<file path="config.mk">
export PLATFORM = sky130hd
export DESIGN_NAME = price_swing_cycle_tracker
export DESIGN_NICKNAME = d
export VERILOG_FILES = /design/src/hdl/pst_pkg.sv /design/src/hdl/price_swing_cycle_tracker.sv /design/src/hdl/pst_cfg.sv /design/src/hdl/pst_front.sv /design/src/hdl/pst_queue.sv /design/src/hdl/pst_back.sv
export SDC_FILE = /design/constraint.sdc
export NUM_CORES = 2
export LEC_CHECK = 0
export BUFFER_PORTS_ARGS = -buffer_cell sky130_fd_sc_hd__buf_2
export CORE_MARGIN = 5
export CORE_UTILIZATION = 45
export DETAILED_ROUTE_END_ITERATION = 16
export GPL_TIMING_DRIVEN = 0
export PLACE_DENSITY = 0.64
export SYNTH_ARGS = -nofsm -noshare
export SYNTH_HDL_FRONTEND = slang
export SYNTH_SLANG_ARGS = --single-unit
</file>
<file path="constraint.sdc">
create_clock -name clk -period 28.1 [get_ports clk]
set_input_delay 4.215 -clock clk [delete_from_list [all_inputs] [get_ports clk]]
set_output_delay 4.215 -clock clk [all_outputs]
set_load 0.005 [all_outputs]
</file>
<file path="src/hdl/pst_pkg.sv">
// ----------------------------------------------------------------------------
// pst_pkg
// Shared types and constants of the price swing cycle tracker.
// ----------------------------------------------------------------------------
package pst_pkg;

    localparam int MAX_PIVOTS = 65536;
    localparam int POS_W      = $clog2(MAX_PIVOTS);
    localparam int PRICE_W    = 32;
    localparam int TIME_W     = 32;
    localparam int BAR_W      = 32;
    localparam int BACK_W     = 16;
    localparam int STABLE_W   = 8;
    localparam int DATA_W     = 32;
    localparam int ADDR_W     = 3;

    localparam logic [POS_W-1:0]    POS_LAST        = POS_W'(MAX_PIVOTS - 1);
    localparam logic [STABLE_W-1:0] REPEAT_MAX      = '1;
    localparam logic [BACK_W-1:0]   MIN_BACK_RST    = 16'd360;
    localparam logic [STABLE_W-1:0] MIN_STABLE_RST  = 8'd7;

    typedef enum logic [0:0] {
        REG_BACK_LIMIT   = 1'b0,
        REG_STABLE_LIMIT = 1'b1
    } reg_idx_t;

    typedef struct packed {
        logic [BAR_W-1:0]   bar_index;
        logic [PRICE_W-1:0] pivot_price;
        logic [TIME_W-1:0]  pivot_time;
        logic               oldest_pivot;
    } pivot_t;

    typedef struct packed {
        logic               found_any;
        logic [TIME_W-1:0]  fresh_begin_time;
        logic [TIME_W-1:0]  fresh_finish_time;
        logic [PRICE_W-1:0] fresh_begin_price;
        logic [PRICE_W-1:0] fresh_finish_price;
        logic               fresh_rising;
        logic [TIME_W-1:0]  main_begin_time;
        logic [TIME_W-1:0]  main_finish_time;
        logic [PRICE_W-1:0] main_begin_price;
        logic [PRICE_W-1:0] main_finish_price;
        logic               main_rising;
    } summary_t;

    typedef struct packed {
        logic [TIME_W-1:0]  begin_time;
        logic [TIME_W-1:0]  finish_time;
        logic [PRICE_W-1:0] begin_price;
        logic [PRICE_W-1:0] finish_price;
        logic               rising;
    } swing_t;

    typedef struct packed {
        logic               valid;
        logic [PRICE_W-1:0] begin_price;
        logic [PRICE_W-1:0] finish_price;
    } mark_t;

    typedef struct packed {
        logic   last;
        logic   has_swing;
        logic   stop_ok;
        swing_t swing;
    } beat_t;

    typedef struct packed {
        logic [BACK_W-1:0]   back_limit;
        logic [STABLE_W-1:0] stable_limit;
    } cfg_t;

endpackage

</file>
<file path="src/hdl/price_swing_cycle_tracker.sv">
// ----------------------------------------------------------------------------
// price_swing_cycle_tracker
// Swing tracker over pivot sets given newest first; one summary per set.
// ----------------------------------------------------------------------------
//  channel   direction  handshake                 payload
//  pivot     in         push / full               pivot_t
//  summary   out        pop / empty               summary_t
//  config    in         psel/penable/pwrite/...   two registers at 0x0, 0x4
//
//  One pivot per cycle while full is low; the front classifies in the accept cycle.
//  A flagged beat passes the beat queue, then its summary the result queue.
//  Beat queue and result queue hold two entries each; full rises on back-pressure.
//  rst_n clears control state at once; no clearing pass.
// ----------------------------------------------------------------------------
module price_swing_cycle_tracker
    import pst_pkg::*;
(
    input  logic              clk,
    input  logic              rst_n,
    input  logic              push,
    input  pivot_t            pivot,
    output logic              full,
    input  logic              pop,
    output logic              empty,
    output summary_t          summary,
    input  logic              psel,
    input  logic              penable,
    input  logic              pwrite,
    input  logic [ADDR_W-1:0] paddr,
    input  logic [DATA_W-1:0] pwdata,
    output logic [DATA_W-1:0] prdata,
    output logic              pready
);

    cfg_t  cfg;
    logic  fq_push, fq_full, fq_pop, fq_empty;
    beat_t fq_din, fq_head;

    pst_cfg u_cfg (
        .clk     (clk),
        .rst_n   (rst_n),
        .psel    (psel),
        .penable (penable),
        .pwrite  (pwrite),
        .paddr   (paddr),
        .pwdata  (pwdata),
        .prdata  (prdata),
        .pready  (pready),
        .cfg     (cfg)
    );

    pst_front u_front (
        .clk       (clk),
        .rst_n     (rst_n),
        .cfg       (cfg),
        .push      (push),
        .pivot     (pivot),
        .full      (full),
        .beat_push (fq_push),
        .beat      (fq_din),
        .beat_full (fq_full)
    );

    pst_queue u_queue (
        .clk   (clk),
        .rst_n (rst_n),
        .push  (fq_push),
        .din   (fq_din),
        .full  (fq_full),
        .pop   (fq_pop),
        .empty (fq_empty),
        .head  (fq_head)
    );

    pst_back u_back (
        .clk        (clk),
        .rst_n      (rst_n),
        .cfg        (cfg),
        .beat_empty (fq_empty),
        .beat       (fq_head),
        .beat_pop   (fq_pop),
        .pop        (pop),
        .empty      (empty),
        .summary    (summary)
    );

endmodule

</file>
<file path="src/hdl/pst_cfg.sv">
// ----------------------------------------------------------------------------
// pst_cfg
// Configuration registers behind the APB-style port.
// ----------------------------------------------------------------------------
module pst_cfg
    import pst_pkg::*;
(
    input  logic              clk,
    input  logic              rst_n,
    input  logic              psel,
    input  logic              penable,
    input  logic              pwrite,
    input  logic [ADDR_W-1:0] paddr,
    input  logic [DATA_W-1:0] pwdata,
    output logic [DATA_W-1:0] prdata,
    output logic              pready,
    output cfg_t              cfg
);

    cfg_t     cfg_reg;
    cfg_t     cfg_next;
    reg_idx_t idx;

    assign pready = 1'b1;
    assign idx    = reg_idx_t'(paddr[2]);
    assign cfg    = cfg_reg;

    always_comb
    begin
        cfg_next = cfg_reg;
        if (psel && penable && pwrite)
        begin
            unique case (idx)
                REG_BACK_LIMIT:   cfg_next.back_limit   = pwdata[BACK_W-1:0];
                REG_STABLE_LIMIT: cfg_next.stable_limit = pwdata[STABLE_W-1:0];
                default:          cfg_next = cfg_reg;
            endcase
        end
    end

    always_comb
    begin
        unique case (idx)
            REG_BACK_LIMIT:   prdata = DATA_W'(cfg_reg.back_limit);
            REG_STABLE_LIMIT: prdata = DATA_W'(cfg_reg.stable_limit);
            default:          prdata = '0;
        endcase
    end

    always_ff @(posedge clk or negedge rst_n)
    begin
        if (!rst_n)
        begin
            cfg_reg.back_limit   <= MIN_BACK_RST;
            cfg_reg.stable_limit <= MIN_STABLE_RST;
        end
        else
        begin
            cfg_reg <= cfg_next;
        end
    end

endmodule

</file>
<file path="src/hdl/pst_front.sv">
// ----------------------------------------------------------------------------
// pst_front
// Accept pivots, track the window extremes and classify each window.
// ----------------------------------------------------------------------------
module pst_front
    import pst_pkg::*;
(
    input  logic  clk,
    input  logic  rst_n,
    input  cfg_t  cfg,
    input  logic  push,
    input  pivot_t pivot,
    output logic  full,
    output logic  beat_push,
    output beat_t beat,
    input  logic  beat_full
);

    logic               awaiting_reg,  awaiting_next;
    logic [POS_W-1:0]   pos_reg,       pos_next;
    logic [BAR_W-1:0]   newest_reg,    newest_next;
    logic [PRICE_W-1:0] low_price_reg, low_price_next;
    logic [TIME_W-1:0]  low_time_reg,  low_time_next;
    logic [POS_W-1:0]   low_pos_reg,   low_pos_next;
    logic [PRICE_W-1:0] high_price_reg, high_price_next;
    logic [TIME_W-1:0]  high_time_reg, high_time_next;
    logic [POS_W-1:0]   high_pos_reg,  high_pos_next;
    logic [BAR_W:0]     reach;
    logic               accept;

    assign full      = beat_full;
    assign accept    = push && !beat_full;
    assign beat_push = accept;
    assign reach     = {1'b0, pivot.bar_index} + (BAR_W+1)'(cfg.back_limit);

    always_comb
    begin
        awaiting_next   = awaiting_reg;
        pos_next        = pos_reg;
        newest_next     = newest_reg;
        low_price_next  = low_price_reg;
        low_time_next   = low_time_reg;
        low_pos_next    = low_pos_reg;
        high_price_next = high_price_reg;
        high_time_next  = high_time_reg;
        high_pos_next   = high_pos_reg;
        beat            = '0;
        beat.last       = pivot.oldest_pivot;

        priority if (awaiting_reg)
        begin
            awaiting_next   = 1'b0;
            pos_next        = '0;
            newest_next     = pivot.bar_index;
            low_price_next  = pivot.pivot_price;
            high_price_next = pivot.pivot_price;
            low_time_next   = pivot.pivot_time;
            high_time_next  = pivot.pivot_time;
            low_pos_next    = '0;
            high_pos_next   = '0;
        end
        else if (pos_reg != POS_LAST)
        begin
            pos_next = pos_reg + POS_W'(1);
            if (pivot.pivot_price <= low_price_reg)
            begin
                low_price_next = pivot.pivot_price;
                low_time_next  = pivot.pivot_time;
                low_pos_next   = pos_next;
            end
            if (pivot.pivot_price >= high_price_reg)
            begin
                high_price_next = pivot.pivot_price;
                high_time_next  = pivot.pivot_time;
                high_pos_next   = pos_next;
            end
            beat.has_swing = 1'b1;
            beat.stop_ok   = reach < {1'b0, newest_reg};
            if (high_pos_next < low_pos_next)
            begin
                beat.swing.rising       = 1'b1;
                beat.swing.begin_price  = low_price_next;
                beat.swing.finish_price = high_price_next;
                beat.swing.begin_time   = low_time_next;
                beat.swing.finish_time  = high_time_next;
            end
            else
            begin
                beat.swing.rising       = 1'b0;
                beat.swing.begin_price  = high_price_next;
                beat.swing.finish_price = low_price_next;
                beat.swing.begin_time   = high_time_next;
                beat.swing.finish_time  = low_time_next;
            end
        end
        else
        begin
            // drop pivots past the set limit
            beat.has_swing = 1'b0;
        end

        if (pivot.oldest_pivot)
        begin
            awaiting_next = 1'b1;
            pos_next      = '0;
        end
    end

    always_ff @(posedge clk or negedge rst_n)
    begin
        if (!rst_n)
        begin
            awaiting_reg <= 1'b1;
            pos_reg      <= '0;
        end
        else if (accept)
        begin
            awaiting_reg <= awaiting_next;
            pos_reg      <= pos_next;
        end
    end

    always_ff @(posedge clk)
    begin
        if (accept)
        begin
            newest_reg     <= newest_next;
            low_price_reg  <= low_price_next;
            low_time_reg   <= low_time_next;
            low_pos_reg    <= low_pos_next;
            high_price_reg <= high_price_next;
            high_time_reg  <= high_time_next;
            high_pos_reg   <= high_pos_next;
        end
    end

endmodule

</file>
<file path="src/hdl/pst_queue.sv">
// ----------------------------------------------------------------------------
// pst_queue
// Two-entry queue of classified beats between front and back.
// ----------------------------------------------------------------------------
module pst_queue
    import pst_pkg::*;
(
    input  logic  clk,
    input  logic  rst_n,
    input  logic  push,
    input  beat_t din,
    output logic  full,
    input  logic  pop,
    output logic  empty,
    output beat_t head
);

    beat_t       mem_reg [2];
    logic        wr_ptr_reg, wr_ptr_next;
    logic        rd_ptr_reg, rd_ptr_next;
    logic [1:0]  count_reg,  count_next;
    logic        do_push, do_pop;

    assign full    = count_reg == 2'd2;
    assign empty   = count_reg == 2'd0;
    assign head    = mem_reg[rd_ptr_reg];
    assign do_push = push && !full;
    assign do_pop  = pop && !empty;

    always_comb
    begin
        wr_ptr_next = wr_ptr_reg ^ do_push;
        rd_ptr_next = rd_ptr_reg ^ do_pop;
        count_next  = count_reg + 2'(do_push) - 2'(do_pop);
    end

    always_ff @(posedge clk or negedge rst_n)
    begin
        if (!rst_n)
        begin
            wr_ptr_reg <= 1'b0;
            rd_ptr_reg <= 1'b0;
            count_reg  <= '0;
        end
        else
        begin
            wr_ptr_reg <= wr_ptr_next;
            rd_ptr_reg <= rd_ptr_next;
            count_reg  <= count_next;
        end
    end

    always_ff @(posedge clk)
    begin
        if (do_push)
        begin
            mem_reg[wr_ptr_reg] <= din;
        end
    end

endmodule

</file>
<file path="src/hdl/pst_back.sv">
// ----------------------------------------------------------------------------
// pst_back
// Drop repeated swings, keep freshest and main swing, stop early, summarize.
// ----------------------------------------------------------------------------
module pst_back
    import pst_pkg::*;
(
    input  logic     clk,
    input  logic     rst_n,
    input  cfg_t     cfg,
    input  logic     beat_empty,
    input  beat_t    beat,
    output logic     beat_pop,
    input  logic     pop,
    output logic     empty,
    output summary_t summary
);

    logic                stopped_reg,  stopped_next;
    logic [STABLE_W-1:0] repeat_reg,   repeat_next;
    mark_t               up_reg,       up_next;
    mark_t               down_reg,     down_next;
    logic                have_reg,     have_next;
    swing_t              fresh_reg,    fresh_next;
    swing_t              main_reg,     main_next;
    mark_t               mark;
    logic                is_repeat;
    summary_t            sum_beat;

    summary_t            oq_reg [2];
    logic                oq_wr_reg, oq_rd_reg;
    logic [1:0]          oq_count_reg;
    logic                oq_full, oq_push, oq_pop;

    assign oq_full  = oq_count_reg == 2'd2;
    assign empty    = oq_count_reg == 2'd0;
    assign summary  = oq_reg[oq_rd_reg];
    assign beat_pop = !beat_empty && (!beat.last || !oq_full);
    assign oq_push  = beat_pop && beat.last;
    assign oq_pop   = pop && !empty;

    always_comb
    begin
        stopped_next = stopped_reg;
        repeat_next  = repeat_reg;
        up_next      = up_reg;
        down_next    = down_reg;
        have_next    = have_reg;
        fresh_next   = fresh_reg;
        main_next    = main_reg;
        mark         = beat.swing.rising ? up_reg : down_reg;
        is_repeat    = mark.valid && mark.begin_price == beat.swing.begin_price
                       && mark.finish_price == beat.swing.finish_price;

        if (!stopped_reg && beat.has_swing)
        begin
            if (is_repeat)
            begin
                if (repeat_reg != REPEAT_MAX)
                begin
                    repeat_next = repeat_reg + STABLE_W'(1);
                end
            end
            else
            begin
                if (beat.swing.rising)
                begin
                    up_next = {1'b1, beat.swing.begin_price, beat.swing.finish_price};
                end
                else
                begin
                    down_next = {1'b1, beat.swing.begin_price, beat.swing.finish_price};
                end
                if (!have_reg)
                begin
                    have_next  = 1'b1;
                    fresh_next = beat.swing;
                    main_next  = beat.swing;
                end
                else
                begin
                    if (beat.swing.finish_time > fresh_reg.finish_time)
                    begin
                        fresh_next = beat.swing;
                    end
                    if (beat.swing.finish_time < main_reg.finish_time)
                    begin
                        main_next = beat.swing;
                    end
                end
            end
            if (beat.stop_ok && repeat_next >= cfg.stable_limit)
            begin
                stopped_next = 1'b1;
            end
        end

        sum_beat = '0;
        if (have_next)
        begin
            sum_beat.found_any          = 1'b1;
            sum_beat.fresh_begin_time   = fresh_next.begin_time;
            sum_beat.fresh_finish_time  = fresh_next.finish_time;
            sum_beat.fresh_begin_price  = fresh_next.begin_price;
            sum_beat.fresh_finish_price = fresh_next.finish_price;
            sum_beat.fresh_rising       = fresh_next.rising;
            sum_beat.main_begin_time    = main_next.begin_time;
            sum_beat.main_finish_time   = main_next.finish_time;
            sum_beat.main_begin_price   = main_next.begin_price;
            sum_beat.main_finish_price  = main_next.finish_price;
            sum_beat.main_rising        = main_next.rising;
        end

        if (beat.last)
        begin
            stopped_next   = 1'b0;
            repeat_next    = '0;
            up_next.valid  = 1'b0;
            down_next.valid = 1'b0;
            have_next      = 1'b0;
        end
    end

    always_ff @(posedge clk or negedge rst_n)
    begin
        if (!rst_n)
        begin
            stopped_reg    <= 1'b0;
            repeat_reg     <= '0;
            up_reg         <= '0;
            down_reg       <= '0;
            have_reg       <= 1'b0;
            oq_wr_reg      <= 1'b0;
            oq_rd_reg      <= 1'b0;
            oq_count_reg   <= '0;
        end
        else
        begin
            if (beat_pop)
            begin
                stopped_reg    <= stopped_next;
                repeat_reg     <= repeat_next;
                up_reg         <= up_next;
                down_reg       <= down_next;
                have_reg       <= have_next;
            end
            oq_wr_reg    <= oq_wr_reg ^ oq_push;
            oq_rd_reg    <= oq_rd_reg ^ oq_pop;
            oq_count_reg <= oq_count_reg + 2'(oq_push) - 2'(oq_pop);
        end
    end

    always_ff @(posedge clk)
    begin
        if (beat_pop)
        begin
            fresh_reg             <= fresh_next;
            main_reg              <= main_next;
        end
        if (oq_push)
        begin
            oq_reg[oq_wr_reg] <= sum_beat;
        end
    end

    a_oq_bound: assert property (@(posedge clk) disable iff (!rst_n)
        oq_count_reg != 2'd3)
        else $error("result queue count out of range");

    a_clear_after_last: assert property (@(posedge clk) disable iff (!rst_n)
        beat_pop && beat.last |=> !stopped_reg && !have_reg && repeat_reg == '0)
        else $error("set state not cleared after last beat");

    a_marks_need_swing: assert property (@(posedge clk) disable iff (!rst_n)
        !have_reg |-> !up_reg.valid && !down_reg.valid)
        else $error("direction mark valid without recorded swing");

    a_repeat_monotonic: assert property (@(posedge clk) disable iff (!rst_n)
        beat_pop && !beat.last |=> repeat_reg >= $past(repeat_reg))
        else $error("repeat count decreased inside a set");

endmodule

</file>
After elaboration in Yosys (flattened, before gate mapping)
Memories as Yosys holds them, arrays and structs flattened.
Cells that the tools add are included.
{"block": "word_totals", "regBits": 639, "mem_bits_rw": 782, "inputBits": 139, "out_inout_bits": 294, "n_memories": 2}
{"name": "u_back.oq_reg", "words": 2, "width": 259, "read_ports": 1, "rd_ports_with_merged_regs": 0, "write_ports": 1, "line": "pst_back.sv:30", "source": "summary_t oq_reg [2];"}
{"name": "u_queue.mem_reg", "words": 2, "width": 132, "read_ports": 1, "rd_ports_with_merged_regs": 0, "write_ports": 1, "line": "pst_queue.sv:18", "source": "beat_t mem_reg [2];"}
{"block": "op_classes", "addsub": 7, "order_cmp": 7, "n_eq_ne": 8, "n_mux": 62, "bitwise": 7, "n_reduce_logical": 37}
{"operator": "two-way mux 129 bit", "n": 9}
{"operator": "two-way mux 65 bit", "n": 7}
{"operator": "two-way mux 32 bit", "n": 12}
{"operator": "two-way mux 259 bit", "n": 1}
{"operator": "two-way mux 16 bit", "n": 11}
{"operator": "two-way mux 131 bit", "n": 1}
{"operator": "two-way mux 130 bit", "n": 1}
{"operator": "equality test 32 bit", "n": 2}
{"operator": "one-hot mux 32 bit (2 select lines)", "n": 1}
{"operator": "two-way mux 8 bit", "n": 5}
{"operator": "adder 32 x 16 -> 33 bit", "n": 1}
{"operator": "less-than comparator 33 x 32 -> 1 bit", "n": 1}
{"operator": "greater-or-equal comparator 32 bit", "n": 1}
{"operator": "greater-than comparator 32 bit", "n": 1}
{"operator": "<= comparator 32 bit", "n": 1}
{"operator": "less-than comparator 32 bit", "n": 1}
{"operator": "adder 16 x 1 -> 16 bit, second input constant", "n": 1}
{"operator": "less-than comparator 16 bit", "n": 1}
{"operator": "inequality test 16 bit, second input constant", "n": 1}
{"operator": "AND reduction 4 bit", "n": 4}
{"operator": "two-way mux 1 bit", "n": 14}
{"operator": "logical AND 1 bit", "n": 12}
{"operator": "AND reduction 2 bit", "n": 6}
{"operator": "adder 8 x 1 -> 8 bit, second input constant", "n": 1}
{"operator": "14 further kinds", "n": 32}

Longest topological paths before layout
An unclocked memory read counts as a cell.
{"block": "logic_depth", "word_depth": 12, "mapped_depth": 24}

Cells and area by module
From an unflattened synthesis, not the netlist that was laid out.
{"block": "unflattened", "cells_unflattened": 4455, "hier_area_um2": 68365.6}
{"mod": "pst_back", "n_inst": 1, "cells_each": 2455, "area_per_inst_um2": 41335.9}
{"mod": "pst_front", "n_inst": 1, "cells_each": 1481, "area_per_inst_um2": 15746.4}
{"mod": "pst_queue", "n_inst": 1, "cells_each": 431, "area_per_inst_um2": 10027.1}
{"mod": "pst_cfg", "n_inst": 1, "cells_each": 88, "area_per_inst_um2": 1256.2}

Worst setup path before layout
Ideal clock, no wire load.
{"block": "synth_path", "path_kind": "register to register", "from": "reg u_queue.rd_ptr_reg", "to": "mem u_back.oq_reg[1][0] in the netlist's numbering, enable pin", "setup_time_ps": 654, "arrival_time_ps": 15287, "t_required_ps": 27446, "path_slack_ps": 12159, "path_stages_with_launch": 10, "n_path_buf": 4, "synth_period_minus_slack_ps": 15941, "cell_sequence": "dfrtp_1 -> buf_6 -> buf_2 -> buf_2 -> buf_2 -> mux2i_1 -> o32a_1 -> nand2b_1 -> inv_1 -> ha_1"}
{"block": "synth_between", "elab_chain_len": 7}
{"item": "start, declared", "line": "pst_queue.sv:20", "source": "logic rd_ptr_reg, rd_ptr_next;"}
{"item": "start signal, assigned", "line": "pst_queue.sv:48", "source": "rd_ptr_reg <= rd_ptr_next;"}
{"item": "memory (2 x 132 bit)"}
{"item": "zero test 1 bit", "line": "pst_back.sv:38", "source": "assign beat_pop = !beat_empty && (!beat.last || !oq_full);"}
{"item": "logical OR 1 bit", "line": "pst_back.sv:38"}
{"item": "logical AND 1 bit", "line": "pst_back.sv:38"}
{"item": "via fq_pop", "line": "price_swing_cycle_tracker.sv:36", "source": "logic fq_push, fq_full, fq_pop, fq_empty;"}
{"item": "logical AND 1 bit", "line": "pst_back.sv:39", "source": "assign oq_push = beat_pop && beat.last;"}
{"item": "two-way mux 1 bit", "line": "pst_back.sv:160", "source": "if (oq_push)"}
{"item": "two-way mux 1 bit (implied by the code)", "line": "pst_back.sv:162", "source": "oq_reg[oq_wr_reg] <= sum_beat;"}
{"item": "end, declared", "line": "pst_back.sv:30"}
The timed path passes the listed nets, and every way through them passes these cells.

==> flow_metrics.py <==
metrics = {
    "timing": {
        "fin_setup_tns_ns": 0,
        "final_max_slew_viol_count": 1,
        "worst_pin_slew_ns": 1.49,
        "fin_crit_ns": 10.45,
        "fin_worst_skew_ns": 0.0351,
        "finalCritPeriodShare_pct": 37.2,
        "max-slew-margin-rel_pct": -2.15,
        "setup_viol": 0,
        "fmax_ghz": 0.0957,
        "rsz0062_at_grt": "no",
        "hold_viol": 0,
    },
    "cts": {
        "cts_tree": "built",
        "clock-sinks": 1421,
        "h-tree-depth": 4,
        "clock_path_buffers": 3,
        "tritoncts.num_buffers": 153,
        "cts_resized": 0,
        "post_cts_buffers": 0,
        "clkTransAtPathRegs_ns": 0.06,
        "hold_buffers": 0,
        "clockRootBuffer": "clkbuf_16",
        "worst_skew_pair.late_latency_ns": 0.80,
    },
    "die": {
        "io_pins": 433,
        "core-area_um2": 150000,
        "rows": 142,
        "die_w_um": 398,
        "die-area_um2": 158000,
        "start_util_pct": 45.2,
        "die_h_um": 398,
    },
    "worst_hold_path": {
        "hp-class": "flop to flop",
        "hold_start": "u_back.down_reg[64]",
        "hold_depth": 2,
        "min_to": "u_back.down_reg[64]",
    },
    "routing": {
        "vias_per_cell": 5.59,
        "drt_first_pass_iters": 6,
        "antenna_left": 0,
        "drt_iter0_markers": 4005,
        "drt_wl_total_mm": 188,
        "post-route-drc-count": 0,
        "wl_per_cell_um": 24.0,
        "vias": 43800,
    },
    "critical_path": {
        "endpoint_kind": "flop",
        "ff2ff_setup_slack_ns": 20.78,
        "path_class": "primary input to flop",
        "cp.arrival_ns": 10.92,
        "slowest_stage": "clkbuf_1",
        "cp.required_ns": 28.57,
        "reg2reg_to": "u_queue.mem_reg[0][38]",
        "crit_chain": "buf_2, inv_1, ha_1, nand2b_1, a21o_1, a211oi_1, o22ai_1, o211ai_1, and2_1, clkbuf_1, clkbuf_1, mux2_2, ha_1, a21o_1, a21o_1, a21oi_1, o2111a_1, o211ai_1, o31ai_1, clkbuf_1, clkbuf_1, nand2_1, o31ai_1",
        "cp-start-kind": "primary input",
        "timing.critical_path.mode_cell": "clkbuf_1",
        "regToRegStartpoint": "u_front.low_price_reg[31]",
        "rr_worst_depth": 20,
        "crit_fanout": 10,
        "critPathMaxStageDelay_ns": 0.82,
    },
    "yosys": {
        "yosys_warnings": 0,
        "async_flop_share_pct": 13.3,
        "syn_area_per_cell_um2": 13.3,
        "synth_cell_type_count": 70,
        "synth_flop_cell": "edfxtp_1",
        "synth_top_area_share_pct": 54.7,
        "synth_edf_count": 1232,
        "ys_seq_area_share_pct": 61.8,
        "syn_area_um2": 67600,
        "synth_cells": 5062,
        "synth_area_leaders": "edfxtp_1 (55%), mux2_2 (7.9%), dfrtp_1 (6.7%)",
        "ys_ff_latch": 1421,
        "synth_top_cell_by_area": "edfxtp_1",
    },
    "global_route": {
        "overflow": 0,
        "grtUsageTotal_pct": 23.2,
        "grt_max_degree": 125,
        "grt_pass1_vias": 43400,
        "grt_pass1_wl_mm": 275,
        "antenna_found_initial": 58,
    },
    "placement": {
        "port-buffer-count": 396,
        "hpwl_mm": 138,
        "place.gp.congestion": 0.893,
        "placed_cells": 7519,
    },
    "final_layout": {
        "drive_gt1_share_pct": 22.0,
        "fin_util_pct": 52.2,
        "syn_to_final_growth_pct": 15.6,
        "multi_input_area_um2": 23200,
        "layout.nets": 6005,
        "layoutNonFillerInstCount": 7832,
        "seq_area_um2": 41700,
        "largest_reg_flops": 518,
        "n_fill_cell": 12800,
    },
    "run_status": {
        "violations": "max-capacitance violations, max-slew violations",
        "status": "finished, violations left",
    },
    "job": {
        "cap_viol_max_count": 2,
    },
}
==> worst max path at each step <==
stage | from | end | cells after the start
2_1_floorplan | u_queue.rd_ptr_reg | u_back.oq_reg[1][0] | 9
3_3_place_gp | u_queue.rd_ptr_reg | u_back.oq_reg[1][205] | 9
3_5_place_dp | pivot[62] | u_queue.mem_reg[1][38] | 21
4_1_cts | pivot[62] | u_queue.mem_reg[1][38] | 21
5_1_grt | pivot[64] | u_queue.mem_reg[0][38] | 21
6_report | pivot[33] | u_queue.mem_reg[0][38] | 23
==> layer usage <==
metal	vias up	wire length (um)	GRT usage, %
met5	-	210	0
met4	34	5240	7.17
met3	296	15000	5.41
met2	1627	86300	36.6
met1	21700	81200	32.0
li1	20100	-	-
==> final cells by class <==
| type | count | area share (%) |
|---|---|---|
| multi-input cells | 2994 | 29.7 |
| well taps | 2016 | 3.23 |
| clock inverters | 94 | 1.29 |
| repair buffers | 426 | 3.43 |
| inverters | 345 | 1.66 |
| diodes | 25 | 0.0801 |
| clock buffers | 194 | 5.33 |
| plain buffers | 317 | 1.89 |
| flip-flops and latches | 1421 | 53.4 |
==> placed cells by master, fill, tap and decap left out, drive strengths merged, types with 8 or more instances in the layout <==
cell type  Yosys  layout
a211oi         9       9
a21o          71      71
a21oi        319     319
a22o          88      88
a32o          32      32
and3          21      21
buf          133     559
bufinv         0      16
clkbuf       184     378
clkinv         0      63
clkinvlp       0       8
conb           2      17
dfrtp        181     181
dfstp          8       8
diode          0      25
edfxtp      1232    1232
ha           207     207
inv          345     352
mux2         485     485
mux2i        355     355
nand2        247     247
nand3         84      84
nand4         37      37
nor2         333     333
nor2b         32      32
nor3          13      13
nor4           8       8
o211ai        13      13
o21a          55      55
o21ai        106     106
o2bb2ai      151     151
o31ai        137     137
xnor2         60      60
xor2          37      37
==> synth_stat cells (7+ instances only) <==
cell / n
a21o_1: 71
edfxtp_1: 1232
nand2b_1: 7
nand2_1: 247
o22ai_1: 7
nand4_1: 37
nor4_1: 7
ha_1: 207
dfstp_2: 8
xor2_1: 37
clkbuf_1: 184
buf_4: 23
nor2b_1: 32
inv_1: 345
dfrtp_1: 181
a22o_1: 88
nor2_1: 333
mux2i_1: 354
buf_1: 19
o2bb2ai_1: 151
nand3_1: 84
mux2_1: 10
a32o_1: 32
buf_6: 14
o21ai_0: 105
o21a_1: 55
nor3_1: 13
o211ai_1: 13
xnor2_1: 60
a21oi_1: 318
o31ai_1: 137
and3_1: 21
mux2_2: 475
buf_2: 77
a211oi_1: 9
==> per-stage QoR <==
| step | instance area [um^2] | worst slack (ns) | hold slack (ns) |
|---|---|---|---|
| floorplan | 67600 | 12.16 | 0.449 |
| global placement | 72100 | 2.00 | 0.468 |
| detailed placement | 72900 | 16.95 | 0.488 |
| CTS | 78100 | 17.79 | 0.503 |
| global route | 78100 | 17.38 | 0.508 |
| finish | 78100 | 17.65 | 0.505 |
==> worst max-delay path, delay by kind of cell <==
kind | cells | cell delay [ns]
buffers and inverters | 6 | 2.71
AO/OA/AOI/OAI | 11 | 2.56
multiplexers | 1 | 0.43
AND/OR/NAND/NOR | 3 | 0.41
adder cells (fa/ha/maj) | 2 | 0.58
==> logic make-up (layout without fill, tap and decap cells) <==
| group | Yosys count | count (layout) | synth area share, % |
|---|---|---|---|
| mux | 840 | 840 | 13.3 |
| compound gates | 1032 | 1032 | 10.5 |
| xor+xnor | 97 | 97 | 1.26 |
| simple gates | 800 | 800 | 5.13 |
| other cells | 2 | 42 | 0.0111 |
| buf+inv | 662 | 1376 | 4.10 |
| fa+ha+maj | 208 | 208 | 3.86 |
| flops | 1421 | 1421 | 61.8 |
Power is not shown: default switching activity piles up to over one toggle a cycle in this logic, so the estimate is an artifact.
